**config.mk**
```make
export PLATFORM = sky130hd
export DESIGN_NAME = dc_charge_vehicle_side_controller
export DESIGN_NICKNAME = d
export VERILOG_FILES = /design/src/rtl/cvsc_pkg.sv /design/src/rtl/cvsc_apb.sv /design/src/rtl/cvsc_core.sv /design/src/rtl/cvsc_txq.sv /design/src/rtl/dc_charge_vehicle_side_controller.sv
export SDC_FILE = /design/constraint.sdc
export NUM_CORES = 1
export LEC_CHECK = 0
export BUFFER_PORTS_ARGS = -buffer_cell sky130_fd_sc_hd__buf_4
export CAP_MARGIN = 5
export CORE_MARGIN = 10
export CORE_UTILIZATION = 55
export DETAILED_ROUTE_END_ITERATION = 7
export PLACE_DENSITY_LB_ADDON = 0.08
export SLEW_MARGIN = 20
export SYNTH_ARGS = -nofsm -noshare
export SYNTH_HDL_FRONTEND = slang
export SYNTH_HIERARCHICAL = 1
export SYNTH_SLANG_ARGS = --single-unit
```
**constraint.sdc**
```tcl
create_clock -name i_clk -period 20.1 [get_ports i_clk]
set_input_delay 3.015 -clock i_clk [delete_from_list [all_inputs] [get_ports i_clk]]
set_output_delay 3.015 -clock i_clk [all_outputs]
set_load 0.1 [all_outputs]
```
**src/rtl/cvsc_pkg.sv**
```systemverilog
// ----------------------------------------------------------------------------
// cvsc_pkg
// Shared types, codes and protocol constants for the vehicle-side DC charge
// controller.
// ----------------------------------------------------------------------------
package cvsc_pkg;

    // item modes
    typedef enum logic [2:0] {
        MODE_RX_108  = 3'd0,
        MODE_RX_109  = 3'd1,
        MODE_SET_CUR = 3'd2,
        MODE_CHECK   = 3'd3,
        MODE_TICK    = 3'd4,
        MODE_SEND    = 3'd5,
        MODE_ENABLE  = 3'd6
    } t_mode;

    // result kinds
    localparam logic KIND_TIMEOUT = 1'b0;
    localparam logic KIND_FRAME   = 1'b1;

    // configuration register indexes (paddr[2])
    localparam logic REG_TARGET_VOLT = 1'b0;
    localparam logic REG_PROTO_VER   = 1'b1;
    localparam int   APB_ADDR_W      = 3;

    localparam logic [3:0]  LINK_RELOAD       = 4'd10;
    localparam logic [8:0]  CUR_MARGIN        = 9'd12;
    localparam logic [15:0] VTG_MARGIN        = 16'd10;
    localparam logic [7:0]  CUR_FAULT_LIMIT   = 8'd10;
    localparam logic [7:0]  VTG_FAULT_LIMIT   = 8'd50;
    localparam logic [5:0]  STATUS_MASK       = 6'h3F;
    localparam logic [7:0]  CAPACITY_CODE     = 8'd200;
    localparam logic [15:0] TARGET_OFFSET     = 16'd40;
    localparam logic [31:0] CHARGE_TIME_WORD  = 32'h00FE_FF00;
    localparam logic [10:0] ID_FRAME_A        = 11'h100;
    localparam logic [10:0] ID_FRAME_B        = 11'h101;
    localparam logic [10:0] ID_FRAME_C        = 11'h102;
    localparam logic [7:0]  CONVERTER_VERSION = 8'd10;
    localparam logic [7:0]  COUNT_MAX         = 8'd255;

    typedef struct packed {
        logic [2:0]  mode;
        logic [31:0] rx_word_low;
        logic [31:0] rx_word_high;
        logic [7:0]  current_request;
        logic [15:0] internal_voltage;
        logic        enable_flag;
        logic [15:0] battery_voltage;
        logic [7:0]  state_of_charge;
        logic        parking_flag;
        logic        vehicle_fault;
        logic        contactor_open;
    } t_in_item;

    typedef struct packed {
        logic        result_kind;
        logic [10:0] frame_id;
        logic [31:0] tx_word_low;
        logic [31:0] tx_word_high;
        logic        link_timed_out;
        logic        last;
    } t_out_item;

    typedef struct packed {
        logic [15:0] target_battery_voltage;
        logic [7:0]  protocol_version;
    } t_cfg;

    // results of one item; item[0] goes out first
    typedef struct packed {
        logic [1:0]             nres;
        t_out_item [2:0]        item;
    } t_res_grp;

endpackage

```
**src/rtl/cvsc_apb.sv**
```systemverilog
// ----------------------------------------------------------------------------
// cvsc_apb
// APB register file: target battery voltage and protocol version.
// ----------------------------------------------------------------------------
module cvsc_apb (
    input  logic                              i_clk,
    input  logic                              i_rst_n,
    input  logic                              psel,
    input  logic                              penable,
    input  logic                              pwrite,
    input  logic [cvsc_pkg::APB_ADDR_W-1:0]   paddr,
    input  logic [31:0]                       pwdata,
    output logic [31:0]                       prdata,
    output logic                              pready,
    output cvsc_pkg::t_cfg                    o_cfg
);

    cvsc_pkg::t_cfg r_cfg;
    cvsc_pkg::t_cfg n_cfg;
    logic           wr_en;

    assign pready = 1'b1;
    assign wr_en  = psel && penable && pwrite;

    always_comb begin
        n_cfg = r_cfg;
        if (wr_en) begin
            unique case (paddr[2])
                cvsc_pkg::REG_TARGET_VOLT: n_cfg.target_battery_voltage = pwdata[15:0];
                cvsc_pkg::REG_PROTO_VER:   n_cfg.protocol_version       = pwdata[7:0];
                default:                   n_cfg = r_cfg;
            endcase
        end
    end

    always_ff @(posedge i_clk) begin
        if (!i_rst_n) begin
            r_cfg.target_battery_voltage <= 16'd0;
            r_cfg.protocol_version       <= 8'd1;
        end else begin
            r_cfg <= n_cfg;
        end
    end

    always_comb begin
        unique case (paddr[2])
            cvsc_pkg::REG_TARGET_VOLT: prdata = {16'd0, r_cfg.target_battery_voltage};
            cvsc_pkg::REG_PROTO_VER:   prdata = {24'd0, r_cfg.protocol_version};
            default:                   prdata = 32'd0;
        endcase
    end

    assign o_cfg = r_cfg;

endmodule

```
**src/rtl/cvsc_core.sv**
```systemverilog
// ----------------------------------------------------------------------------
// cvsc_core
// Protocol state and the single-pass update/result logic for one item.
// ----------------------------------------------------------------------------
module cvsc_core (
    input  logic                 i_clk,
    input  logic                 i_rst_n,
    input  logic                 i_go,
    input  cvsc_pkg::t_in_item   i_item,
    input  cvsc_pkg::t_cfg       i_cfg,
    output cvsc_pkg::t_res_grp   o_res
);

    logic [7:0]  r_max_cur,  n_max_cur;
    logic [7:0]  r_ver,      n_ver;
    logic [15:0] r_out_volt, n_out_volt;
    logic [7:0]  r_out_cur,  n_out_cur;
    logic [5:0]  r_status,   n_status;
    logic        r_enabled,  n_enabled;
    logic [7:0]  r_ramp,     n_ramp;
    logic [7:0]  r_vcnt,     n_vcnt;
    logic [7:0]  r_ccnt,     n_ccnt;
    logic [3:0]  r_link,     n_link;

    logic [7:0]  goal;
    logic [15:0] dev;
    logic        charging;
    logic        cur_fault;
    logic        vtg_fault;

    always_comb begin
        goal      = (i_item.current_request < r_max_cur) ? i_item.current_request : r_max_cur;
        dev       = (i_item.internal_voltage >= r_out_volt) ?
                    i_item.internal_voltage - r_out_volt : r_out_volt - i_item.internal_voltage;
        charging  = r_status[0];
        cur_fault = r_ccnt > cvsc_pkg::CUR_FAULT_LIMIT;
        vtg_fault = r_vcnt > cvsc_pkg::VTG_FAULT_LIMIT;

        n_max_cur  = r_max_cur;
        n_ver      = r_ver;
        n_out_volt = r_out_volt;
        n_out_cur  = r_out_cur;
        n_status   = r_status;
        n_enabled  = r_enabled;
        n_ramp     = r_ramp;
        n_vcnt     = r_vcnt;
        n_ccnt     = r_ccnt;
        n_link     = r_link;
        o_res      = '0;

        unique case (i_item.mode)
            cvsc_pkg::MODE_RX_108: begin
                n_max_cur = i_item.rx_word_low[31:24];
                n_link    = cvsc_pkg::LINK_RELOAD;
            end
            cvsc_pkg::MODE_RX_109: begin
                n_ver      = i_item.rx_word_low[7:0];
                n_out_volt = i_item.rx_word_low[23:8];
                n_out_cur  = i_item.rx_word_low[31:24];
                n_status   = i_item.rx_word_high[13:8] & cvsc_pkg::STATUS_MASK;
                n_link     = cvsc_pkg::LINK_RELOAD;
            end
            cvsc_pkg::MODE_SET_CUR: begin
                if (goal > r_ramp) begin
                    n_ramp = r_ramp + 8'd1;
                end else if (goal < r_ramp) begin
                    n_ramp = r_ramp - 8'd1;
                end
            end
            cvsc_pkg::MODE_CHECK: begin
                if (charging && dev > cvsc_pkg::VTG_MARGIN) begin
                    n_vcnt = (r_vcnt == cvsc_pkg::COUNT_MAX) ? r_vcnt : r_vcnt + 8'd1;
                end else begin
                    n_vcnt = 8'd0;
                end
                if (charging && {1'b0, r_out_cur} > {1'b0, r_ramp} + cvsc_pkg::CUR_MARGIN) begin
                    n_ccnt = (r_ccnt == cvsc_pkg::COUNT_MAX) ? r_ccnt : r_ccnt + 8'd1;
                end else begin
                    n_ccnt = 8'd0;
                end
            end
            cvsc_pkg::MODE_TICK: begin
                if (r_link != 4'd0) begin
                    n_link = r_link - 4'd1;
                end
                o_res.nres                   = 2'd1;
                o_res.item[0].result_kind    = cvsc_pkg::KIND_TIMEOUT;
                o_res.item[0].link_timed_out = (r_link <= 4'd1);
                o_res.item[0].last           = 1'b1;
            end
            cvsc_pkg::MODE_SEND: begin
                o_res.nres = 2'd3;

                o_res.item[0].result_kind  = cvsc_pkg::KIND_FRAME;
                o_res.item[0].frame_id     = cvsc_pkg::ID_FRAME_A;
                o_res.item[0].tx_word_low  = (r_ver == cvsc_pkg::CONVERTER_VERSION) ?
                                             {16'd0, i_item.battery_voltage} : 32'd0;
                o_res.item[0].tx_word_high = {8'd0, cvsc_pkg::CAPACITY_CODE,
                    i_cfg.target_battery_voltage + cvsc_pkg::TARGET_OFFSET};

                o_res.item[1].result_kind  = cvsc_pkg::KIND_FRAME;
                o_res.item[1].frame_id     = cvsc_pkg::ID_FRAME_B;
                o_res.item[1].tx_word_low  = cvsc_pkg::CHARGE_TIME_WORD;

                o_res.item[2].result_kind  = cvsc_pkg::KIND_FRAME;
                o_res.item[2].frame_id     = cvsc_pkg::ID_FRAME_C;
                o_res.item[2].tx_word_low  = {r_ramp, i_cfg.target_battery_voltage,
                                              i_cfg.protocol_version};
                o_res.item[2].tx_word_high = {8'd0, i_item.state_of_charge, 4'd0,
                    i_item.contactor_open, i_item.vehicle_fault, i_item.parking_flag,
                    r_enabled, 3'd0, vtg_fault, 1'b0, cur_fault, 2'd0};
                o_res.item[2].last         = 1'b1;
            end
            cvsc_pkg::MODE_ENABLE: begin
                n_enabled = i_item.enable_flag;
                if (!i_item.enable_flag) begin
                    n_ramp = 8'd0;
                    n_vcnt = 8'd0;
                    n_ccnt = 8'd0;
                end
            end
            default: ; // reserved mode: no effect
        endcase
    end

    always_ff @(posedge i_clk) begin
        if (!i_rst_n) begin
            r_max_cur  <= 8'd0;
            r_ver      <= 8'd1;
            r_out_volt <= 16'd0;
            r_out_cur  <= 8'd0;
            r_status   <= 6'd0;
            r_enabled  <= 1'b0;
            r_ramp     <= 8'd0;
            r_vcnt     <= 8'd0;
            r_ccnt     <= 8'd0;
            r_link     <= 4'd0;
        end else if (i_go) begin
            r_max_cur  <= n_max_cur;
            r_ver      <= n_ver;
            r_out_volt <= n_out_volt;
            r_out_cur  <= n_out_cur;
            r_status   <= n_status;
            r_enabled  <= n_enabled;
            r_ramp     <= n_ramp;
            r_vcnt     <= n_vcnt;
            r_ccnt     <= n_ccnt;
            r_link     <= n_link;
        end
    end

endmodule

```
**src/rtl/cvsc_txq.sv**
```systemverilog
// ----------------------------------------------------------------------------
// cvsc_txq
// Result register: holds up to three result beats and shifts them out.
// ----------------------------------------------------------------------------
module cvsc_txq (
    input  logic                 i_clk,
    input  logic                 i_rst_n,
    input  logic                 i_load,
    input  cvsc_pkg::t_res_grp   i_res,
    output logic                 o_free,
    output logic                 o_out_valid,
    input  logic                 i_out_ready,
    output cvsc_pkg::t_out_item  o_out_item
);

    cvsc_pkg::t_out_item [2:0] r_q, n_q;
    logic [1:0]                r_cnt, n_cnt;
    logic                      take;

    assign o_out_valid = (r_cnt != 2'd0);
    assign take        = o_out_valid && i_out_ready;
    assign o_free      = (r_cnt == 2'd0) || ((r_cnt == 2'd1) && take);
    assign o_out_item  = r_q[0];

    always_comb begin
        n_q   = r_q;
        n_cnt = r_cnt;
        if (i_load && (i_res.nres != 2'd0)) begin
            n_q   = i_res.item;
            n_cnt = i_res.nres;
        end else if (take) begin
            n_q[0] = r_q[1];
            n_q[1] = r_q[2];
            n_cnt  = r_cnt - 2'd1;
        end
    end

    always_ff @(posedge i_clk) begin
        if (!i_rst_n) begin
            r_cnt <= 2'd0;
        end else begin
            r_cnt <= n_cnt;
        end
    end

    always_ff @(posedge i_clk) begin
        r_q <= n_q;
    end

endmodule

```
**src/rtl/dc_charge_vehicle_side_controller.sv**
```systemverilog
// ----------------------------------------------------------------------------
// dc_charge_vehicle_side_controller
// Vehicle side of a DC fast-charge CAN exchange: decodes charger frames,
// ramps the current request, tracks deviations and builds vehicle frames.
// ----------------------------------------------------------------------------
// Each input beat is latched in an input register and handled in a single
// pass by the core, which updates the protocol state and builds its results
// at once. Beats that cause no result (modes 0-3, 6 and the reserved mode 7)
// go at one per cycle. A tick yields one timeout-report beat and a send
// yields three frame beats (0x100, 0x101, 0x102, last flag on the third);
// they sit in a three-deep result register and leave one per cycle over
// the single output channel while the output is ready, so a send holds
// that register until its final beat is handed over. A beat that makes
// results is handled only once the result register is empty or handing
// over its final beat, and the input stays closed while it waits; quiet
// beats that follow a group already in the result register keep flowing.
// An accepted beat passes the input register, then the result register.
// Configuration sits on an APB port: 0x0 target battery voltage (16 bit),
// 0x4 protocol version (8 bit); address bits [1:0] are ignored.
// ----------------------------------------------------------------------------
module dc_charge_vehicle_side_controller (
    input  logic                              i_clk,
    input  logic                              i_rst_n,
    // input item channel
    input  logic                              i_in_valid,
    output logic                              o_in_ready,
    input  cvsc_pkg::t_in_item                i_in_item,
    // result channel
    output logic                              o_out_valid,
    input  logic                              i_out_ready,
    output cvsc_pkg::t_out_item               o_out_item,
    // configuration
    input  logic                              psel,
    input  logic                              penable,
    input  logic                              pwrite,
    input  logic [cvsc_pkg::APB_ADDR_W-1:0]   paddr,
    input  logic [31:0]                       pwdata,
    output logic [31:0]                       prdata,
    output logic                              pready
);

    logic                r_in_valid, n_in_valid;
    cvsc_pkg::t_in_item  r_in_item,  n_in_item;
    cvsc_pkg::t_cfg      cfg;
    cvsc_pkg::t_res_grp  res;
    logic                q_free;
    logic                go;

    cvsc_apb u_apb (
        .i_clk   (i_clk),
        .i_rst_n (i_rst_n),
        .psel    (psel),
        .penable (penable),
        .pwrite  (pwrite),
        .paddr   (paddr),
        .pwdata  (pwdata),
        .prdata  (prdata),
        .pready  (pready),
        .o_cfg   (cfg)
    );

    // Item in the input register is handled now unless its results would
    // land on a result register that is still busy.
    assign go         = r_in_valid && ((res.nres == 2'd0) || q_free);
    assign o_in_ready = !r_in_valid || go;

    always_comb begin
        n_in_valid = r_in_valid;
        n_in_item  = r_in_item;
        if (i_in_valid && o_in_ready) begin
            n_in_valid = 1'b1;
            n_in_item  = i_in_item;
        end else if (go) begin
            n_in_valid = 1'b0;
        end
    end

    always_ff @(posedge i_clk) begin
        if (!i_rst_n) begin
            r_in_valid <= 1'b0;
        end else begin
            r_in_valid <= n_in_valid;
        end
    end

    always_ff @(posedge i_clk) begin
        r_in_item <= n_in_item;
    end

    cvsc_core u_core (
        .i_clk   (i_clk),
        .i_rst_n (i_rst_n),
        .i_go    (go),
        .i_item  (r_in_item),
        .i_cfg   (cfg),
        .o_res   (res)
    );

    cvsc_txq u_txq (
        .i_clk       (i_clk),
        .i_rst_n     (i_rst_n),
        .i_load      (go),
        .i_res       (res),
        .o_free      (q_free),
        .o_out_valid (o_out_valid),
        .i_out_ready (i_out_ready),
        .o_out_item  (o_out_item)
    );

endmodule

```
## Word-level counts from Yosys, hierarchy flattened

Index checks and enable logic that the tools add are counted.

| word-level totals | value |
|---|---|
| flip-flop bits (word level) | 425 |
| word-level logic and storage cells | 139 |

| operators by class | value |
|---|---|
| add/sub/neg operators | 10 |
| order comparisons | 9 |
| eq/ne operators | 15 |
| multiplexer cells | 28 |
| bitwise operators | 1 |
| reductions and logical operators | 34 |

Operators with widths:

| operator | number |
|---|---|
| two-way mux 156 bit | 2 |
| two-way mux 76 bit | 1 |
| two-way mux 73 bit | 1 |
| two-way mux 8 bit | 8 |
| case mux 32 bit (2 select lines) | 1 |
| case mux 8 bit (2 select lines) | 3 |
| two-way mux 45 bit | 1 |
| two-way mux 16 bit | 2 |
| subtractor 16 bit | 2 |
| adder 8 x 1 -> 8 bit (second input constant) | 3 |
| adder 16 x 6 -> 16 bit (second input constant) | 1 |
| == test 8 bit (second input constant) | 2 |
| greater-or-equal comparator 16 bit | 1 |
| greater-than comparator 16 x 4 -> 1 bit (second input constant) | 1 |
| less-than comparator 8 bit | 2 |
| nonzero test 2 bit | 7 |
| AND reduction 4 bit | 3 |
| AND reduction 2 bit | 5 |
| adder 8 x 4 -> 9 bit (second input constant) | 1 |
| == test 3 bit (second input constant) | 3 |
| greater-than comparator 8 x 9 -> 1 bit | 1 |
| logical AND 1 bit | 9 |
| == test 8 x 4 -> 1 bit (second input constant) | 1 |
| greater-than comparator 8 x 4 -> 1 bit (second input constant) | 1 |
| 26 further kinds | 35 |

## Depth between registers and ports, before layout

| logic depth | value |
|---|---|
| depth in word-level cells | 9 |
| mapped depth | 30 |

## By module

Netlist, hierarchy kept.

By module, submodules not included:

| module | times used | cells an instance | area each (sq um) | seq. area each (sq um) |
|---|---|---|---|---|
| cvsc_txq | 1 | 836 | 9694.3 | 7066.8 |
| cvsc_core | 1 | 1043 | 7832.5 | 1401.3 |
| dc_charge_vehicle_side_controller | 1 | 126 | 3639.7 | 3593.4 |
| cvsc_apb | 1 | 134 | 1239.9 | 480.5 |

## Least setup slack after synthesis

Ideal clock, no wire load.

| timing path | value |
|---|---|
| path type | input -> register |
| start point | input port i_out_ready |
| end point | register u_txq.r_q, in the netlist u_txq/o_out_item[0] (enable) |
| library setup time | 1.300 ns |
| arrival | 6.493 ns |
| data required time | 18.800 ns |
| path slack | 12.307 ns |
| cell stages on the path | 7 |
| path buffers | 2 |
| path through | nand2_1 -> nand2_1 -> o21a_1 -> o21ai_2 -> buf_2 -> buf_4 -> nand2_1 |

| on the way | value |
|---|---|
| longest elaborated chain between the ends | 7 |

Ends and longest elaborated chain:

| element | line | RTL |
|---|---|---|
| from (decl) | dc_charge_vehicle_side_controller.sv:30 | `input logic i_out_ready,` |
| logical AND 1 bit | cvsc_txq.sv:21 | `assign take = o_out_valid && i_out_ready;` |
| logical AND 1 bit | cvsc_txq.sv:22 | `assign o_free = (r_cnt == 2'd0) \|\| ((r_cnt == 2'd1) && take);` |
| logical OR 1 bit | cvsc_txq.sv:22 |  |
| named net q_free | dc_charge_vehicle_side_controller.sv:46 | `logic q_free;` |
| logical OR 1 bit | dc_charge_vehicle_side_controller.sv:64 | `assign go = r_in_valid && ((res.nres == 2'd0) \|\| q_free);` |
| logical AND 1 bit | dc_charge_vehicle_side_controller.sv:64 |  |
| named net go | dc_charge_vehicle_side_controller.sv:47 | `logic go;` |
| logical AND 1 bit | cvsc_txq.sv:28 | `if (i_load && (i_res.nres != 2'd0)) begin` |
| nonzero test 2 bit (no line) | -- |  |
| to (signal assigned) | cvsc_txq.sv:47 | `r_q <= n_q;` |
| to (decl) | cvsc_txq.sv:16 | `cvsc_pkg::t_out_item [2:0] r_q, n_q;` |

The timed path passes the listed nets, and every way through them passes these cells.
A chain may end at the register's enable or synchronous reset.

## Final worst setup path

| timing path | value |
|---|---|
| start point | input port i_out_ready |
| end point | output port o_in_ready |

| on the way | value |
|---|---|
| longest elaborated chain between the ends | 6 |

Ends and longest elaborated chain:

| element | line | RTL |
|---|---|---|
| logical AND 1 bit | cvsc_txq.sv:21 |  |
| logical AND 1 bit | cvsc_txq.sv:22 |  |
| logical OR 1 bit | cvsc_txq.sv:22 |  |
| named net q_free | dc_charge_vehicle_side_controller.sv:46 |  |
| logical OR 1 bit | dc_charge_vehicle_side_controller.sv:64 |  |
| logical AND 1 bit | dc_charge_vehicle_side_controller.sv:64 |  |
| logical OR 1 bit | dc_charge_vehicle_side_controller.sv:65 | `assign o_in_ready = !r_in_valid \|\| go;` |
| to (decl) | dc_charge_vehicle_side_controller.sv:26 | `output logic o_in_ready,` |

The timed path passes the listed nets, and every way through them passes these cells.

==> reports/summary.txt <==
status: complete, no violations
Ys Warns: 6
Resized cells post-CTS: 0
max cap viols: 0
hold slack: 0.4629 ns
Worst Path Max Fanout: 3
Reg2Reg Setup Slack: 14.00 ns
register area: 0.01161 sq mm
Clock Skew: 0.02058 ns
Top Ports: 274
Worst Path Required: 17.09 ns
footprint of the multi-input gates: 0.007770 sq mm
CTS Sinks: 419
crit path DAT: 3.94 ns
TNS Setup: 0 ns
Root Driver: clkbuf_16
antenna cells: 0
Finished Layout Cells: 2723
RSZ-0062 raised after global routing: false
GRT Total Usage: 0.1789
worst setup path start: i_out_ready
reg2reg start: u_core/r_max_cur[1]
layout cell share with drive strength beyond 1: 0.1492
detailed placement HPWL: 29080 um
drt via density: 4.963
Syn-to-layout area delta: 8.384%
vias in the first global route: 12840
Initial DRT Pass Iterations: 5
maximum clock insertion buffer count: 3
Pins Over Slew Limit: 0
post-CTS setup buffer count: 0
full die area: 0.04735 sq mm
RR Endpoint: u_core/r_ramp[7]
Power Dens Cells: 93.57 mW/mm^2
Max transition margin: 0.3173
routed via count: 13510
dpl cells: 2648
post-route minimum period: 6.950 ns
Slew @ Worst Pin: 1.024 ns
die height: 217.6 um
Std-Cell Rows: 72
final hold vios: 0
Final period util: 0.3458
initial antenna violation count: 0
routability congestion estimate: 0.8505
clock latency on the worst-skew pair: 0.57 ns
min-delay worst type: reg -> reg
WL final: 43330 um
Setup-failing EPs final: 0
Port Buffers: 207
Cell Area, Synth: 0.02148 sq mm
Crit Path Category: in -> out
drt drc: 0
GR Overflow Total: 0
Net count, final: 2409
CP Capture Point: o_in_ready
Final Power: 2.178 mW
core footprint: 0.03865 sq mm
CTS Hold Buffers Added: 0
CTS tree: built
Reg2Reg Depth: 30
Post-Syn Instances: 2108
CP Launch Type: input port
H-tree depth: 2
largest net degree at the start of global routing: 162
Inserted Clock Buffers: 43
clock-pin slew on the worst setup and hold paths: 0.06 ns
Routed wire per std cell: 15.91 um
Synth Area per Inst: 10.19 sq um
Initial Util: 0.5557
first-pass GRT wire length: 68970 um
initial DRC count: 813
Post-DRT Antenna Nets: 0
worst vdd ir: 76.02 uV
highest clock rate: 143.9 MHz
fillers: 3219
Crit. End Element: primary output
die width: 217.6 um
Pleak: 9.754 nW
-- through the flow --
stage	instance area (sq um)	utilization	setup slack (ns)
final	23280	0.6023	13.15
after global routing	23280	0.6023	13.12
after CTS	23270	0.6022	13.15
after detailed placement	21960	0.5683	13.15
after global placement	21960	0.5682	13.15
after floorplan	22000	-	12.31
-- registers in the layout, summed over array words and instances (netlist names), 16 cells and up --
register           flops
r_in_item             88
u_apb/o_cfg           24
u_core/r_out_volt     16
u_txq/o_out_item      78
u_txq/r_q            156
-- worst min-delay path by stage --
stage | to | start | depth (start not counted)
after CTS | u_core/r_ver[3] | u_core/r_ver[3] | 2
after floorplan | u_core/r_ver[0] | r_in_item[84] | 2
after global routing | u_core/r_ver[7] | u_core/r_ver[7] | 2
final | u_core/r_ver[3] | u_core/r_ver[3] | 2
after global placement | u_core/r_enabled | u_core/r_enabled | 2
after detailed placement | u_core/r_ver[0] | r_in_item[84] | 2
-- cell type report --
class	count	area share
clock buffers	54	0.04972
clock inverters	21	0.006558
inverters	78	0.01290
multi-input cells	1415	0.3338
flip-flops and latches	419	0.4988
well taps	518	0.02784
repair buffers	218	0.07031
-- worst max-delay path, cell delays in order --
cell and delay (ns):
buf_4 0.12, nand2_1 0.06, nand2_1 0.06, or3b_4 0.43, buf_4 0.25
-- cell usage in the layout, fill, tap and decap left out, drive strengths merged, types with 7 or more instances in the layout --
cell type	count
clkinv	17
nor3	19
ha	70
nand2b	13
a21oi	55
clkbuf	54
nand4	13
a21boi	38
o21ai	31
mux2i	27
conb	144
edfxtp	322
o211ai	8
o21a	15
nor2b	30
buf	218
xor2	13
nand3	17
a21o	15
inv	79
or3	7
nor2	60
and3	51
and2	20
nand2	632
xnor2	21
a211oi	14
mux2	16
dfxtp	97
-- metal layers --
metal | vias to the layer above | track usage | wire length [um]
met5 | - | 0 | 0
met4 | 0 | 0.04405 | 744
met3 | 54 | 0.04230 | 2789
met2 | 288 | 0.2824 | 20050
met1 | 6306 | 0.2444 | 19740
li1 | 6866 | - | -
-- power by group --
group / total [mW] / internal, mW / switching, mW / leakage [nW]
logic: 0.391 / 0.0894 / 0.301 / 5.24
registers: 1.03 / 1.01 / 0.0219 / 3.87
clock network: 0.753 / 0.431 / 0.322 / 0.644
No activity file was read; power rests on OpenSTA's default activity.
